`config.mk`:
```
export PLATFORM = sky130hd
export DESIGN_NAME = tdma_slot_allocator_core
export DESIGN_NICKNAME = d
export VERILOG_FILES = /design/src/hw/rtl/tsa_pkg.sv /design/src/hw/rtl/tsa_table.sv /design/src/hw/rtl/tsa_cmp_unit.sv /design/src/hw/rtl/tdma_slot_allocator_core.sv
export VERILOG_INCLUDE_DIRS = /design/src /design/src/hw/rtl
export SDC_FILE = /design/constraint.sdc
export NUM_CORES = 2
export LEC_CHECK = 0
export BUFFER_PORTS_ARGS = -buffer_cell sky130_fd_sc_hd__buf_4
export CAP_MARGIN = 0
export CORE_UTILIZATION = 60
export CTS_CLUSTER_DIAMETER = 80
export CTS_CLUSTER_SIZE = 30
export DETAILED_ROUTE_END_ITERATION = 8
export PLACE_DENSITY_LB_ADDON = 0.2
export SLEW_MARGIN = 5
export SYNTH_ARGS = -nofsm -noshare
export SYNTH_HDL_FRONTEND = slang
export SYNTH_SLANG_ARGS = --single-unit
```
`constraint.sdc`:
```
create_clock -name clock -period 7 [get_ports clock]
set_input_delay 0.7 -clock clock [delete_from_list [all_inputs] [get_ports clock]]
set_output_delay 0.7 -clock clock [all_outputs]
set_load 0.02 [all_outputs]
```
`src/hw/rtl/tdma_slot_allocator_core_macros.svh`:
```
// Assertion helpers, sampled on clock, off during reset.
`ifndef TDMA_SLOT_ALLOCATOR_CORE_MACROS_SVH
`define TDMA_SLOT_ALLOCATOR_CORE_MACROS_SVH

`define TSA_ASSERT_IMPL(lbl, ante, cons) \
   lbl: assert property (@(posedge clock) disable iff (reset) (ante) |-> (cons)) \
      else $error("tsa implication check failed");

`define TSA_ASSERT_NEXT(lbl, ante, cons) \
   lbl: assert property (@(posedge clock) disable iff (reset) (ante) |=> (cons)) \
      else $error("tsa next-cycle check failed");

`define TSA_ASSERT_NEVER(lbl, cond) \
   lbl: assert property (@(posedge clock) disable iff (reset) !(cond)) \
      else $error("tsa forbidden condition seen");

`endif

```
`src/hw/rtl/tsa_pkg.sv`:
```
package tsa_pkg;

   localparam logic [1:0] REQ_SCHED = 2'd0;
   localparam logic [1:0] REQ_MERGE = 2'd1;
   localparam logic [1:0] REQ_CLEAR = 2'd2;
   localparam logic [1:0] REQ_NOP   = 2'd3;

   localparam logic [1:0] STAT_PLACED  = 2'd0;
   localparam logic [1:0] STAT_DUP     = 2'd1;
   localparam logic [1:0] STAT_FULL    = 2'd2;
   localparam logic [1:0] STAT_CLEARED = 2'd3;

   localparam logic [3:0]  SF_MIN     = 4'd7;
   localparam logic [3:0]  SF_MAX     = 4'd12;
   localparam logic [12:0] SLOT_LIMIT = 13'd4095;

   typedef struct packed {
      logic [1:0] req_type;
      logic [3:0] channel;
      logic [7:0] src_node;
      logic [7:0] dst_node;
      logic [3:0] spread_factor;
   } tsa_req_type;

   typedef struct packed {
      logic [11:0] start_slot;
      logic [1:0]  status;
   } tsa_rsp_type;

   typedef struct packed {
      logic [7:0]  src;
      logic [7:0]  dst;
      logic [3:0]  sf;
      logic [11:0] start;
   } tsa_entry_type;

   typedef struct packed {
      logic [7:0]  src;
      logic [7:0]  dst;
      logic [3:0]  sf;
      logic [11:0] start;
      logic [5:0]  dur;
   } tsa_cmp_req_type;

   typedef struct packed {
      logic dup;
      logic conflict;
   } tsa_cmp_res_type;

   function automatic logic [5:0] dur_of(input logic [3:0] sf);
      logic [3:0] sh;
      sh = sf - SF_MIN;
      return 6'(6'd1 << sh[2:0]);
   endfunction

endpackage

```
`src/hw/rtl/tsa_table.sv`:
```
module tsa_table #(
   parameter int DEPTH = 64,
   parameter int IDX_W = $clog2(DEPTH)
) (
   input  logic                  clock,
   input  logic                  wr_en,
   input  logic [IDX_W-1:0]      wr_addr,
   input  tsa_pkg::tsa_entry_type wr_data,
   input  logic                  rd_en,
   input  logic [IDX_W-1:0]      rd_addr,
   output tsa_pkg::tsa_entry_type rd_data
);
   import tsa_pkg::*;

   tsa_entry_type mem [DEPTH];
   tsa_entry_type rd_data_ff;

   always_ff @(posedge clock) begin
      if (wr_en) begin
         mem[wr_addr] <= wr_data;
      end
      if (rd_en) begin
         rd_data_ff <= mem[rd_addr];
      end
   end

   assign rd_data = rd_data_ff;

endmodule

```
`src/hw/rtl/tsa_cmp_unit.sv`:
```
module tsa_cmp_unit (
   input  tsa_pkg::tsa_entry_type   entry,
   input  tsa_pkg::tsa_cmp_req_type creq,
   output tsa_pkg::tsa_cmp_res_type cres
);
   import tsa_pkg::*;

   logic [12:0] e_start;
   logic [12:0] e_end;
   logic [12:0] c_start;
   logic [12:0] c_end;
   logic        overlap;
   logic        shared;

   always_comb begin
      e_start = {1'b0, entry.start};
      e_end   = e_start + 13'(dur_of(entry.sf));
      c_start = {1'b0, creq.start};
      c_end   = c_start + 13'(creq.dur);
      overlap = (e_start < c_end) && (e_end > c_start);
      shared  = (entry.src == creq.src) || (entry.src == creq.dst) ||
                (entry.dst == creq.src) || (entry.dst == creq.dst);
      cres.conflict = overlap && shared;
      cres.dup      = (entry.src == creq.src) && (entry.dst == creq.dst) &&
                      (entry.sf == creq.sf);
   end

endmodule

```
`src/hw/rtl/tdma_slot_allocator_core.sv`:
```
// Clear, and schedule with a full table, go straight to the done state. Merge first makes
// a duplicate pass over the entries, cut short by a hit, and stops there if the table is
// full. Schedule, and merge after it, reads the channel's next free slot, loads it as the
// candidate, stopping if it has no room, and scans the entries, stepping it on a conflict.
// Throughput: one request in flight; the next is accepted once the response is registered.
// Reset: control, entry count and per-channel valid bits clear; table contents undefined.
`include "tdma_slot_allocator_core_macros.svh"

module tdma_slot_allocator_core #(
   parameter int TABLE_DEPTH = 64,
   parameter int CHAN_COUNT  = 16
) (
   input  logic                 clock,
   input  logic                 reset,
   input  logic                 req_valid,
   output logic                 req_stall,
   input  tsa_pkg::tsa_req_type req_data,
   output logic                 rsp_valid,
   input  logic                 rsp_stall,
   output tsa_pkg::tsa_rsp_type rsp_data
);
   import tsa_pkg::*;

   localparam int IDX_W = $clog2(TABLE_DEPTH);
   localparam int CNT_W = $clog2(TABLE_DEPTH + 1);
   localparam int CH_W  = (CHAN_COUNT > 1) ? $clog2(CHAN_COUNT) : 1;

   localparam logic [2:0] ST_IDLE = 3'd0;
   localparam logic [2:0] ST_DUP  = 3'd1;
   localparam logic [2:0] ST_NFS  = 3'd2;
   localparam logic [2:0] ST_LOAD = 3'd3;
   localparam logic [2:0] ST_SCAN = 3'd4;
   localparam logic [2:0] ST_DONE = 3'd5;

   function automatic logic [CH_W-1:0] chan_mod(input logic [3:0] c);
      logic [6:0] v;
      v = {3'd0, c};
      for (int i = 0; i < 8; i++) begin
         if (v >= 7'(CHAN_COUNT)) begin
            v = v - 7'(CHAN_COUNT);
         end
      end
      return v[CH_W-1:0];
   endfunction

   function automatic logic [3:0] sf_sat(input logic [3:0] sf);
      if (sf < SF_MIN) return SF_MIN;
      if (sf > SF_MAX) return SF_MAX;
      return sf;
   endfunction

   logic [2:0]       state_ff, state_in;
   logic [CNT_W-1:0] cnt_ff, cnt_in;
   logic [CNT_W-1:0] rd_idx_ff, rd_idx_in;
   logic             cmp_vld_ff, cmp_vld_in;
   logic [11:0]      cand_ff, cand_in;
   logic [CH_W-1:0]  chan_ff, chan_in;
   logic [7:0]       src_ff, src_in;
   logic [7:0]       dst_ff, dst_in;
   logic [3:0]       sf_ff, sf_in;
   logic [11:0]      res_start_ff, res_start_in;
   logic [1:0]       res_status_ff, res_status_in;
   logic             rsp_valid_ff, rsp_valid_in;
   tsa_rsp_type      rsp_data_ff, rsp_data_in;
   logic [CHAN_COUNT-1:0] nfs_vld_ff, nfs_vld_in;

   logic [11:0] nfs_mem [CHAN_COUNT];
   logic [11:0] nfs_q_ff;
   logic        nfs_qv_ff;

   logic            req_acc;
   logic            issue;
   logic            scan_done;
   logic            full;
   logic            tbl_rd_en;
   logic            tbl_wr_en;
   logic            nfs_rd_en;
   logic            nfs_wr_en;
   logic            rsp_load;
   logic [5:0]      dur;
   logic [11:0]     load_s;
   logic [12:0]     load_end;
   logic [12:0]     cand_p1;
   logic [12:0]     cand_end;
   logic [12:0]     next_end;
   tsa_entry_type   tbl_wr_data;
   tsa_entry_type   tbl_rd_data;
   tsa_cmp_req_type creq;
   tsa_cmp_res_type cres;

   assign req_acc = req_valid && !req_stall;
   assign req_stall = (state_ff != ST_IDLE);
   assign dur = dur_of(sf_ff);
   assign issue = (rd_idx_ff < cnt_ff);
   assign scan_done = !issue && !cmp_vld_ff;
   assign full = (cnt_ff >= CNT_W'(TABLE_DEPTH));
   assign load_s = nfs_qv_ff ? nfs_q_ff : 12'd0;
   assign load_end = {1'b0, load_s} + 13'(dur);
   assign cand_p1 = {1'b0, cand_ff} + 13'd1;
   assign cand_end = {1'b0, cand_ff} + 13'(dur);
   assign next_end = cand_p1 + 13'(dur);

   assign tbl_wr_data = '{src: src_ff, dst: dst_ff, sf: sf_ff, start: cand_ff};
   assign creq = '{src: src_ff, dst: dst_ff, sf: sf_ff, start: cand_ff, dur: dur};

   tsa_table #(
      .DEPTH(TABLE_DEPTH),
      .IDX_W(IDX_W)
   ) u_table (
      .clock  (clock),
      .wr_en  (tbl_wr_en),
      .wr_addr(cnt_ff[IDX_W-1:0]),
      .wr_data(tbl_wr_data),
      .rd_en  (tbl_rd_en),
      .rd_addr(rd_idx_ff[IDX_W-1:0]),
      .rd_data(tbl_rd_data)
   );

   tsa_cmp_unit u_cmp (
      .entry(tbl_rd_data),
      .creq (creq),
      .cres (cres)
   );

   always_comb begin
      state_in      = state_ff;
      cnt_in        = cnt_ff;
      rd_idx_in     = rd_idx_ff;
      cmp_vld_in    = cmp_vld_ff;
      cand_in       = cand_ff;
      chan_in       = chan_ff;
      src_in        = src_ff;
      dst_in        = dst_ff;
      sf_in         = sf_ff;
      res_start_in  = res_start_ff;
      res_status_in = res_status_ff;
      nfs_vld_in    = nfs_vld_ff;
      tbl_rd_en     = 1'b0;
      tbl_wr_en     = 1'b0;
      nfs_rd_en     = 1'b0;
      nfs_wr_en     = 1'b0;
      rsp_load      = 1'b0;

      unique case (state_ff)
         ST_IDLE: begin
            if (req_acc) begin
               chan_in      = chan_mod(req_data.channel);
               src_in       = req_data.src_node;
               dst_in       = req_data.dst_node;
               sf_in        = sf_sat(req_data.spread_factor);
               res_start_in = 12'd0;
               rd_idx_in    = '0;
               cmp_vld_in   = 1'b0;
               unique case (req_data.req_type)
                  REQ_CLEAR: begin
                     cnt_in        = '0;
                     nfs_vld_in    = '0;
                     res_status_in = STAT_CLEARED;
                     state_in      = ST_DONE;
                  end
                  REQ_MERGE: begin
                     state_in = ST_DUP;
                  end
                  REQ_SCHED: begin
                     if (full) begin
                        res_status_in = STAT_FULL;
                        state_in      = ST_DONE;
                     end else begin
                        state_in = ST_NFS;
                     end
                  end
                  default: begin
                     state_in = ST_IDLE;
                  end
               endcase
            end
         end
         ST_DUP: begin
            tbl_rd_en  = issue;
            rd_idx_in  = rd_idx_ff + CNT_W'(issue);
            cmp_vld_in = issue;
            if (cmp_vld_ff && cres.dup) begin
               res_status_in = STAT_DUP;
               state_in      = ST_DONE;
            end else if (scan_done) begin
               if (full) begin
                  res_status_in = STAT_FULL;
                  state_in      = ST_DONE;
               end else begin
                  state_in = ST_NFS;
               end
            end
         end
         ST_NFS: begin
            nfs_rd_en = 1'b1;
            state_in  = ST_LOAD;
         end
         ST_LOAD: begin
            cand_in    = load_s;
            rd_idx_in  = '0;
            cmp_vld_in = 1'b0;
            if (load_end > SLOT_LIMIT) begin
               res_status_in = STAT_FULL;
               state_in      = ST_DONE;
            end else begin
               state_in = ST_SCAN;
            end
         end
         ST_SCAN: begin
            tbl_rd_en  = issue;
            rd_idx_in  = rd_idx_ff + CNT_W'(issue);
            cmp_vld_in = issue;
            if (cmp_vld_ff && cres.conflict) begin
               rd_idx_in  = '0;
               cmp_vld_in = 1'b0;
               if (next_end > SLOT_LIMIT) begin
                  res_status_in = STAT_FULL;
                  state_in      = ST_DONE;
               end else begin
                  cand_in = cand_p1[11:0];
               end
            end else if (scan_done) begin
               tbl_wr_en                = 1'b1;
               nfs_wr_en                = 1'b1;
               cnt_in                   = cnt_ff + CNT_W'(1);
               nfs_vld_in[chan_ff]      = 1'b1;
               res_start_in             = cand_ff;
               res_status_in            = STAT_PLACED;
               state_in                 = ST_DONE;
            end
         end
         ST_DONE: begin
            if (!rsp_valid_ff || !rsp_stall) begin
               rsp_load = 1'b1;
               state_in = ST_IDLE;
            end
         end
         default: begin
            state_in = ST_IDLE;
         end
      endcase

      rsp_valid_in = rsp_load || (rsp_valid_ff && rsp_stall);
      rsp_data_in  = rsp_load ? tsa_rsp_type'{start_slot: res_start_ff, status: res_status_ff}
                              : rsp_data_ff;
   end

   always_ff @(posedge clock) begin
      if (reset) begin
         state_ff     <= ST_IDLE;
         cnt_ff       <= '0;
         rd_idx_ff    <= '0;
         cmp_vld_ff   <= 1'b0;
         rsp_valid_ff <= 1'b0;
         nfs_vld_ff   <= '0;
      end else begin
         state_ff     <= state_in;
         cnt_ff       <= cnt_in;
         rd_idx_ff    <= rd_idx_in;
         cmp_vld_ff   <= cmp_vld_in;
         rsp_valid_ff <= rsp_valid_in;
         nfs_vld_ff   <= nfs_vld_in;
      end
   end

   always_ff @(posedge clock) begin
      cand_ff       <= cand_in;
      chan_ff       <= chan_in;
      src_ff        <= src_in;
      dst_ff        <= dst_in;
      sf_ff         <= sf_in;
      res_start_ff  <= res_start_in;
      res_status_ff <= res_status_in;
      rsp_data_ff   <= rsp_data_in;
   end

   always_ff @(posedge clock) begin
      if (nfs_wr_en) begin
         nfs_mem[chan_ff] <= cand_end[11:0];
      end
      if (nfs_rd_en) begin
         nfs_q_ff  <= nfs_mem[chan_ff];
         nfs_qv_ff <= nfs_vld_ff[chan_ff];
      end
   end

   assign rsp_valid = rsp_valid_ff;
   assign rsp_data  = rsp_data_ff;

   `TSA_ASSERT_NEVER(a_cnt_bound, cnt_ff > CNT_W'(TABLE_DEPTH))
   `TSA_ASSERT_IMPL(a_wr_room, tbl_wr_en, cnt_ff < CNT_W'(TABLE_DEPTH))
   `TSA_ASSERT_IMPL(a_cand_fits, state_ff == ST_SCAN, cand_end <= SLOT_LIMIT)
   `TSA_ASSERT_NEXT(a_cnt_step, tbl_wr_en, cnt_ff == $past(cnt_ff) + CNT_W'(1))

endmodule
```
After elaboration in Yosys (flattened, before gate mapping)
Memories as Yosys holds them, arrays and structs flattened. A register that Yosys moved wholly into a read port is not among the register bits.
Index checks and enable logic that the tools add are counted.
{"block": "word_totals", "register_bits": 100, "in_bits": 30, "n_memories": 2, "ramBits": 2240, "output_inout_bits": 16}
{"name": "u_table.mem", "depth": 64, "word_bits": 32, "rd": 1, "rd_clocked_by_memory_dff": 1, "wr": 1, "line": "tsa_table.sv:15", "source": "tsa_entry_type mem [DEPTH];"}
{"name": "nfs_mem", "depth": 16, "word_bits": 12, "rd": 1, "rd_clocked_by_memory_dff": 1, "wr": 1, "line": "tdma_slot_allocator_core.sv:67", "source": "logic [11:0] nfs_mem [CHAN_COUNT];"}
{"block": "op_classes", "shifts": 2, "order_cmp": 10, "muxes": 69, "n_eq_ne": 24, "bitwise": 1, "n_reduce_logical": 34, "n_addsub": 9}
{"op": "two-way mux 12 bit", "n": 6}
{"op": "two-way mux 16 bit", "n": 4}
{"op": "case mux 12 bit (2 select lines)", "n": 2}
{"op": "two-way mux 7 bit", "n": 6}
{"op": "adder 12 x 6 -> 13 bit", "n": 3}
{"op": "equality test 8 bit", "n": 4}
{"op": "case mux 16 bit (2 select lines)", "n": 1}
{"op": "case mux 7 bit (4 select lines)", "n": 1}
{"op": "greater-than comparator 13 x 12 -> 1 bit, second input constant", "n": 2}
{"op": "two-way mux 3 bit", "n": 8}
{"op": "two-way mux 1 bit", "n": 21}
{"op": "case mux 3 bit (6 select lines)", "n": 1}
{"op": "two-way mux 2 bit", "n": 8}
{"op": "two-way mux 4 bit", "n": 4}
{"op": "bitwise OR 16 bit", "n": 1}
{"op": "!= test 2 bit, second input constant", "n": 7}
{"op": "case mux 7 bit (2 select lines)", "n": 1}
{"op": "adder 12 x 1 -> 13 bit, second input constant", "n": 1}
{"op": "adder 13 x 6 -> 13 bit", "n": 1}
{"op": "greater-than comparator 13 x 12 -> 1 bit", "n": 1}
{"op": "less-than comparator 12 x 13 -> 1 bit", "n": 1}
{"op": "<< shifter 1 x 3 -> 6 bit, first input constant", "n": 2}
{"op": "logical AND 1 bit", "n": 10}
{"op": "AND reduction 5 bit", "n": 2}
{"op": "other kinds (36)", "n": 51}

Longest topological paths before layout
{"block": "depth", "ltp_word": 11, "mapped_depth": 19}

Hierarchy
A second synthesis with hierarchy kept.
{"block": "hier_totals", "cells_unflattened": 4346, "area_unflattened_um2": 93433.4}
{"module": "tsa_table", "area_each_um2": 78835.6, "seq_area_each_um2": 62459.9, "n_inst": 1, "cells_per_inst": 3324}
{"module": "tdma_slot_allocator_core", "area_each_um2": 12956.2, "seq_area_each_um2": 8778.4, "n_inst": 1, "cells_per_inst": 806}
{"module": "tsa_cmp_unit", "area_each_um2": 1641.6, "seq_area_each_um2": 0.0, "n_inst": 1, "cells_per_inst": 216}

Worst setup path after synthesis
OpenSTA, ideal clock, no wires.
{"block": "synth_path", "path_kind": "flip-flop to flip-flop", "start": "reg sf_ff[2]", "end": "reg res_status_ff[0], enable pin", "setup_time_ns": 0.337, "stages_incl_launch_ff": 19, "arrival_time_ns": 4.947, "required_time_ns": 6.663, "path_slack_ns": 1.717, "path_cell_list": "edfxtp_1 > and3_1 > ha_1 > fa_1 > a211oi_1 > o21bai_1 > a21oi_1 > nor2_1 > xnor2_1 > inv_1 > ha_1 > a21o_1 > a21oi_1 > o211ai_1 > o21ai_1 > o2111ai_1 > a21oi_1 > o221ai_1 > a211oi_1"}
{"block": "synth_via", "elab_chain_len": 9}
{"element": "start, declared", "line": "tdma_slot_allocator_core.sv:60", "source": "logic [3:0] sf_ff, sf_in;"}
{"element": "start signal, assigned", "line": "tdma_slot_allocator_core.sv:271", "source": "sf_ff <= sf_in;"}
{"element": "subtractor 3 bit *", "line": "tsa_pkg.sv:52", "source": "sh = sf - SF_MIN;"}
{"element": "<< shifter 1 x 3 -> 6 bit *", "line": "tsa_pkg.sv:53", "source": "return 6'(6'd1 << sh[2:0]);"}
{"element": "adder 12 x 6 -> 13 bit *", "line": "tsa_cmp_unit.sv:19", "source": "c_end = c_start + 13'(creq.dur);"}
{"element": "named net cand_end[10]", "line": "tdma_slot_allocator_core.sv:84", "source": "logic [12:0] cand_end;"}
{"element": "less-than comparator 12 x 13 -> 1 bit *", "line": "tsa_cmp_unit.sv:20", "source": "overlap = (e_start < c_end) && (e_end > c_start);"}
{"element": "logical AND 1 bit *", "line": "tsa_cmp_unit.sv:20"}
{"element": "logical AND 1 bit *", "line": "tsa_cmp_unit.sv:23", "source": "cres.conflict = overlap && shared;"}
{"element": "logical AND 1 bit *", "line": "tdma_slot_allocator_core.sv:213", "source": "if (cmp_vld_ff && cres.conflict) begin"}
{"element": "!= test 3 bit (no line)"}
{"element": "AND reduction 7 bit (no line) *"}
{"element": "end signal, assigned", "line": "tdma_slot_allocator_core.sv:273", "source": "res_status_ff <= res_status_in;"}
{"element": "end, declared", "line": "tdma_slot_allocator_core.sv:62", "source": "logic [1:0] res_status_ff, res_status_in;"}
The timed path passes the listed nets; every way through them passes the cells marked *.
A chain may end at the register's enable or synchronous reset.

Final worst setup path
{"block": "layout_path", "start": "reg sf_ff[1]", "end": "reg cand_ff[10], enable pin"}
{"block": "layout_via", "elab_chain_len": 9}
{"element": "subtractor 3 bit", "line": "tsa_pkg.sv:52"}
{"element": "<< shifter 1 x 3 -> 6 bit", "line": "tsa_pkg.sv:53"}
{"element": "adder 12 x 6 -> 13 bit", "line": "tsa_cmp_unit.sv:19"}
{"element": "named net cand_end[6]", "line": "tdma_slot_allocator_core.sv:84"}
{"element": "less-than comparator 12 x 13 -> 1 bit", "line": "tsa_cmp_unit.sv:20"}
{"element": "logical AND 1 bit", "line": "tsa_cmp_unit.sv:20"}
{"element": "logical AND 1 bit", "line": "tsa_cmp_unit.sv:23"}
{"element": "logical AND 1 bit", "line": "tdma_slot_allocator_core.sv:213"}
{"element": "!= test 2 bit (no line)"}
{"element": "AND reduction 3 bit (no line)"}
{"element": "end signal, assigned", "line": "tdma_slot_allocator_core.sv:267", "source": "cand_ff <= cand_in;"}
{"element": "end, declared", "line": "tdma_slot_allocator_core.sv:56", "source": "logic [11:0] cand_ff, cand_in;"}
The timed path passes the listed nets, and every way through them passes these cells.

==> run metrics <==
Final #Nets=4140; Mapped Area=92600 sq um; vias per inst=6.77; WP data arrival=6350 ps; clk buf depth=3; period utilization=84.8%; Finish-stage setup viols=0; Finished Cell Area=99800 sq um; Max rail drop VDD=0.257 mV; number of enable flip-flop cells after synthesis=2349; Final HPWL DP=117000 microns; Worst-Margin Slew=1340 ps; CTS Sinks=2384; row count=143; Max Cap Viol=0; grt ovf=0; Yosys cell types=57; CTS H-tree depth=3; gate count after technology mapping=3939; Final min period=5930 ps; top-count cell post-synth=edfxtp_1; vias in the first global route=42000; total iterations of the first detailed-routing run=5; WS Path Type=flip-flop to flip-flop; status=complete, no violations; port bufs=45; worst reg2reg path startpoint=sf_ff[1]$_SDFFCE_PN1P_; post-synth top area cell=edfxtp_1; startpoint types=flip-flop; r2r worst-path depth=16; post-synth top area share=76.2%; Global Route Usage Sum=26.6%; Hold Buf Count CTS=0; io pins=46; Net Switching=6.68 mW; Leak=29.4 nW; Slew Limit Fails=0; Die X=395 microns; TritonCTS buffer count=103; setup TNS=0 ps; pwr/cell area=274 nW/um^2; area post-placement=96400 sq um; Sw Ratio=24.4%; Pint=20.7 mW; sequential share of power=61.2%; RSZ-0062 raised after global routing=no; Routed WL per cell=33.1 microns; Synthesized Nets=4029; initial core utilization=60.7%; origin of the worst setup path=sf_ff[1]$_SDFFCE_PN1P_; Area Overhead vs Synth=7.77%; Hold Vio Cnt, Final=0; CP endpoint kind=flip-flop; DR DRC count=0; GP Congestion=0.851; initial antenna violation count=11; Yosys reg bits=2384; synth cell count leaders=edfxtp_1 (2349), mux4_2 (737), nor2_1 (155), clkbuf_1 (121), xnor2_1 (64); final WL=203000 microns; yosys warns=0; worst skew pair latency=770 ps; HP Class=input port to flip-flop; ys async rst share=0%; Mean Syn Cell Area=23.5 sq um; via count=41600; combinational fraction of design power=11.7%; die area=156000 sq um; crit-path max FO=68; FMAX=169 MHz; clock power share=27.1%; reg2reg setup slack=1070 ps; CP Capture Point=cand_ff[10]$_DFFE_PP_; CTS resizes=0; layout cells sized above 1=28.7%; R2R Path End=cand_ff[10]$_DFFE_PP_; clock transition at the registers of the reported paths=110 ps; Worst Clk Skew=41.8 ps; core box area=153000 sq um; postcts setup bufs=0; top cells by area, synth=edfxtp_1 (76%), mux4_2 (18%), dfxtp_1 (0.76%); largest net degree at the start of global routing=137; global-route wire length before repair=297000 microns; TritonCTS clock tree=yes; Die Span Y=395 microns; ys flop type=edfxtp_1; Routed Antenna Nets=0; sequential share of the synthesized area=77.0%; DRT iter0 DRCs=5260; Worst Path Required=7410 ps; Worst slew margin=10.3%; Root Driver=clkbuf_16
## layout by cell type, fill, tap and decap left out, types with 7 or more instances in the layout
cell,Yosys,layout
edfxtp_1,2349,2349
mux4_2,737,737
buf_4,2,186
clkbuf_16,0,104
nor2_1,155,78
nor2_4,0,65
xnor2_1,64,64
ha_1,56,56
inv_1,48,48
nand2_1,34,34
nand3_1,31,31
o21ai_0,29,29
dfxtp_1,35,29
a21oi_1,28,28
o21a_1,25,25
nor3_1,26,21
nand4_1,17,17
clkbuf_1,121,13
nor2_2,0,12
xor2_1,11,11
clkinv_8,0,11
inv_6,0,9
nand2b_1,8,8
a21o_1,7,7
o21bai_1,7,7
a211oi_1,7,7
inv_8,0,7
buf_12,0,7
## flip-flops by register name (all words and copies together), names as in the netlist, 4 cells and up
signal,count
sf_ff,4
cand_ff,12
u_table.rd_data,32
rd_idx_ff,7
src_ff,8
nfs_q_ff,12
u_table.mem,2048
rsp_data,14
chan_ff,4
cnt_ff,7
nfs_mem,192
dst_ff,8
nfs_vld_ff,16
res_start_ff,12
## area by class of cell
| class | count | area [sq um] |
|---|---|---|
| inverter | 49 | 184 |
| clock buffer | 117 | 2650 |
| clock inverter | 51 | 679 |
| multi-input combinational | 1319 | 20900 |
| antenna | 4 | 10.0 |
| sequential | 2384 | 71300 |
| timing repair buffer | 193 | 1540 |
| tap | 2030 | 2540 |
| fill | 9565 | 52900 |
## stage by stage
step | worst slack (ps) | total power, mW | hold WS (ps) | utilization [%] | std cells
3_5_place_dp | 1070 | 20.3 | 405 | 63.2 | 5975
2_1_floorplan | 1720 | 19.0 | 400 | - | 3939
6_report | 1070 | 27.3 | 101 | 65.4 | 6147
4_1_cts | 1020 | 27.5 | 49.5 | 65.4 | 6143
3_3_place_gp | 1130 | 20.2 | 404 | 63.2 | 5975
5_1_grt | 661 | 28.1 | 80.4 | 65.4 | 6144
## critical path: stages (launching register included)
cell       delay [ps]
edfxtp_1          400
buf_4             630
nor3b_1           500
ha_1              310
o21ai_0           140
o21bai_1          140
a21oi_1           130
xnor2_1           920
inv_1             120
ha_1              330
and4_1            210
a21oi_1           140
o211ai_1          100
o21ai_1           230
o2111ai_1         390
a311o_1           420
nand2_1           440
## how the worst min path moves through the flow
stage                                              from                     end  slack, ps  cells after the start
after floorplan           res_start_ff[8]$_SDFFCE_PN0P_  rsp_data[10]$_DFFE_PP_        400                      0
after global placement    res_start_ff[1]$_SDFFCE_PN0P_   rsp_data[3]$_DFFE_PP_        400                      0
after detailed placement  res_start_ff[2]$_SDFFCE_PN0P_   rsp_data[4]$_DFFE_PP_        400                      0
after CTS                                   req_data[8]     dst_ff[4]$_DFFE_PP_         50                      1
after global routing                        req_data[8]     dst_ff[4]$_DFFE_PP_         80                      1
final                                       req_data[8]     dst_ff[4]$_DFFE_PP_        100                      1
## logic make-up (layout without fill, tap and decap cells)
group | Yosys count | count (layout) | synth area share (%)
flops | 2384 | 2384 | 77.0
mux | 741 | 741 | 18.0
simple gates | 314 | 314 | 1.56
buf+inv | 236 | 410 | 1.05
compound gates | 129 | 129 | 0.902
xor+xnor | 75 | 75 | 0.710
fa+ha+maj | 60 | 60 | 0.843
other cells | 0 | 4 | 0
## routing by layer
layer	up-vias	GRT usage [%]	share of wire, %
met2	1860	41.8	49
met3	235	4.68	8.7
met4	4	5.64	1.9
met5	-	0	0.013
li1	16900	-	-
met1	22600	40.0	41
## power groups by stage
stage	sequential (mW)	combinational, mW	clock (mW)
finish	16.7	3.19	7.42
global route	16.8	3.41	7.96
CTS	16.7	3.19	7.53
detailed placement	17.1	3.19	0
global placement	17.0	3.13	0
floorplan	17.3	1.71	0
(Power assumes the default switching activity.)
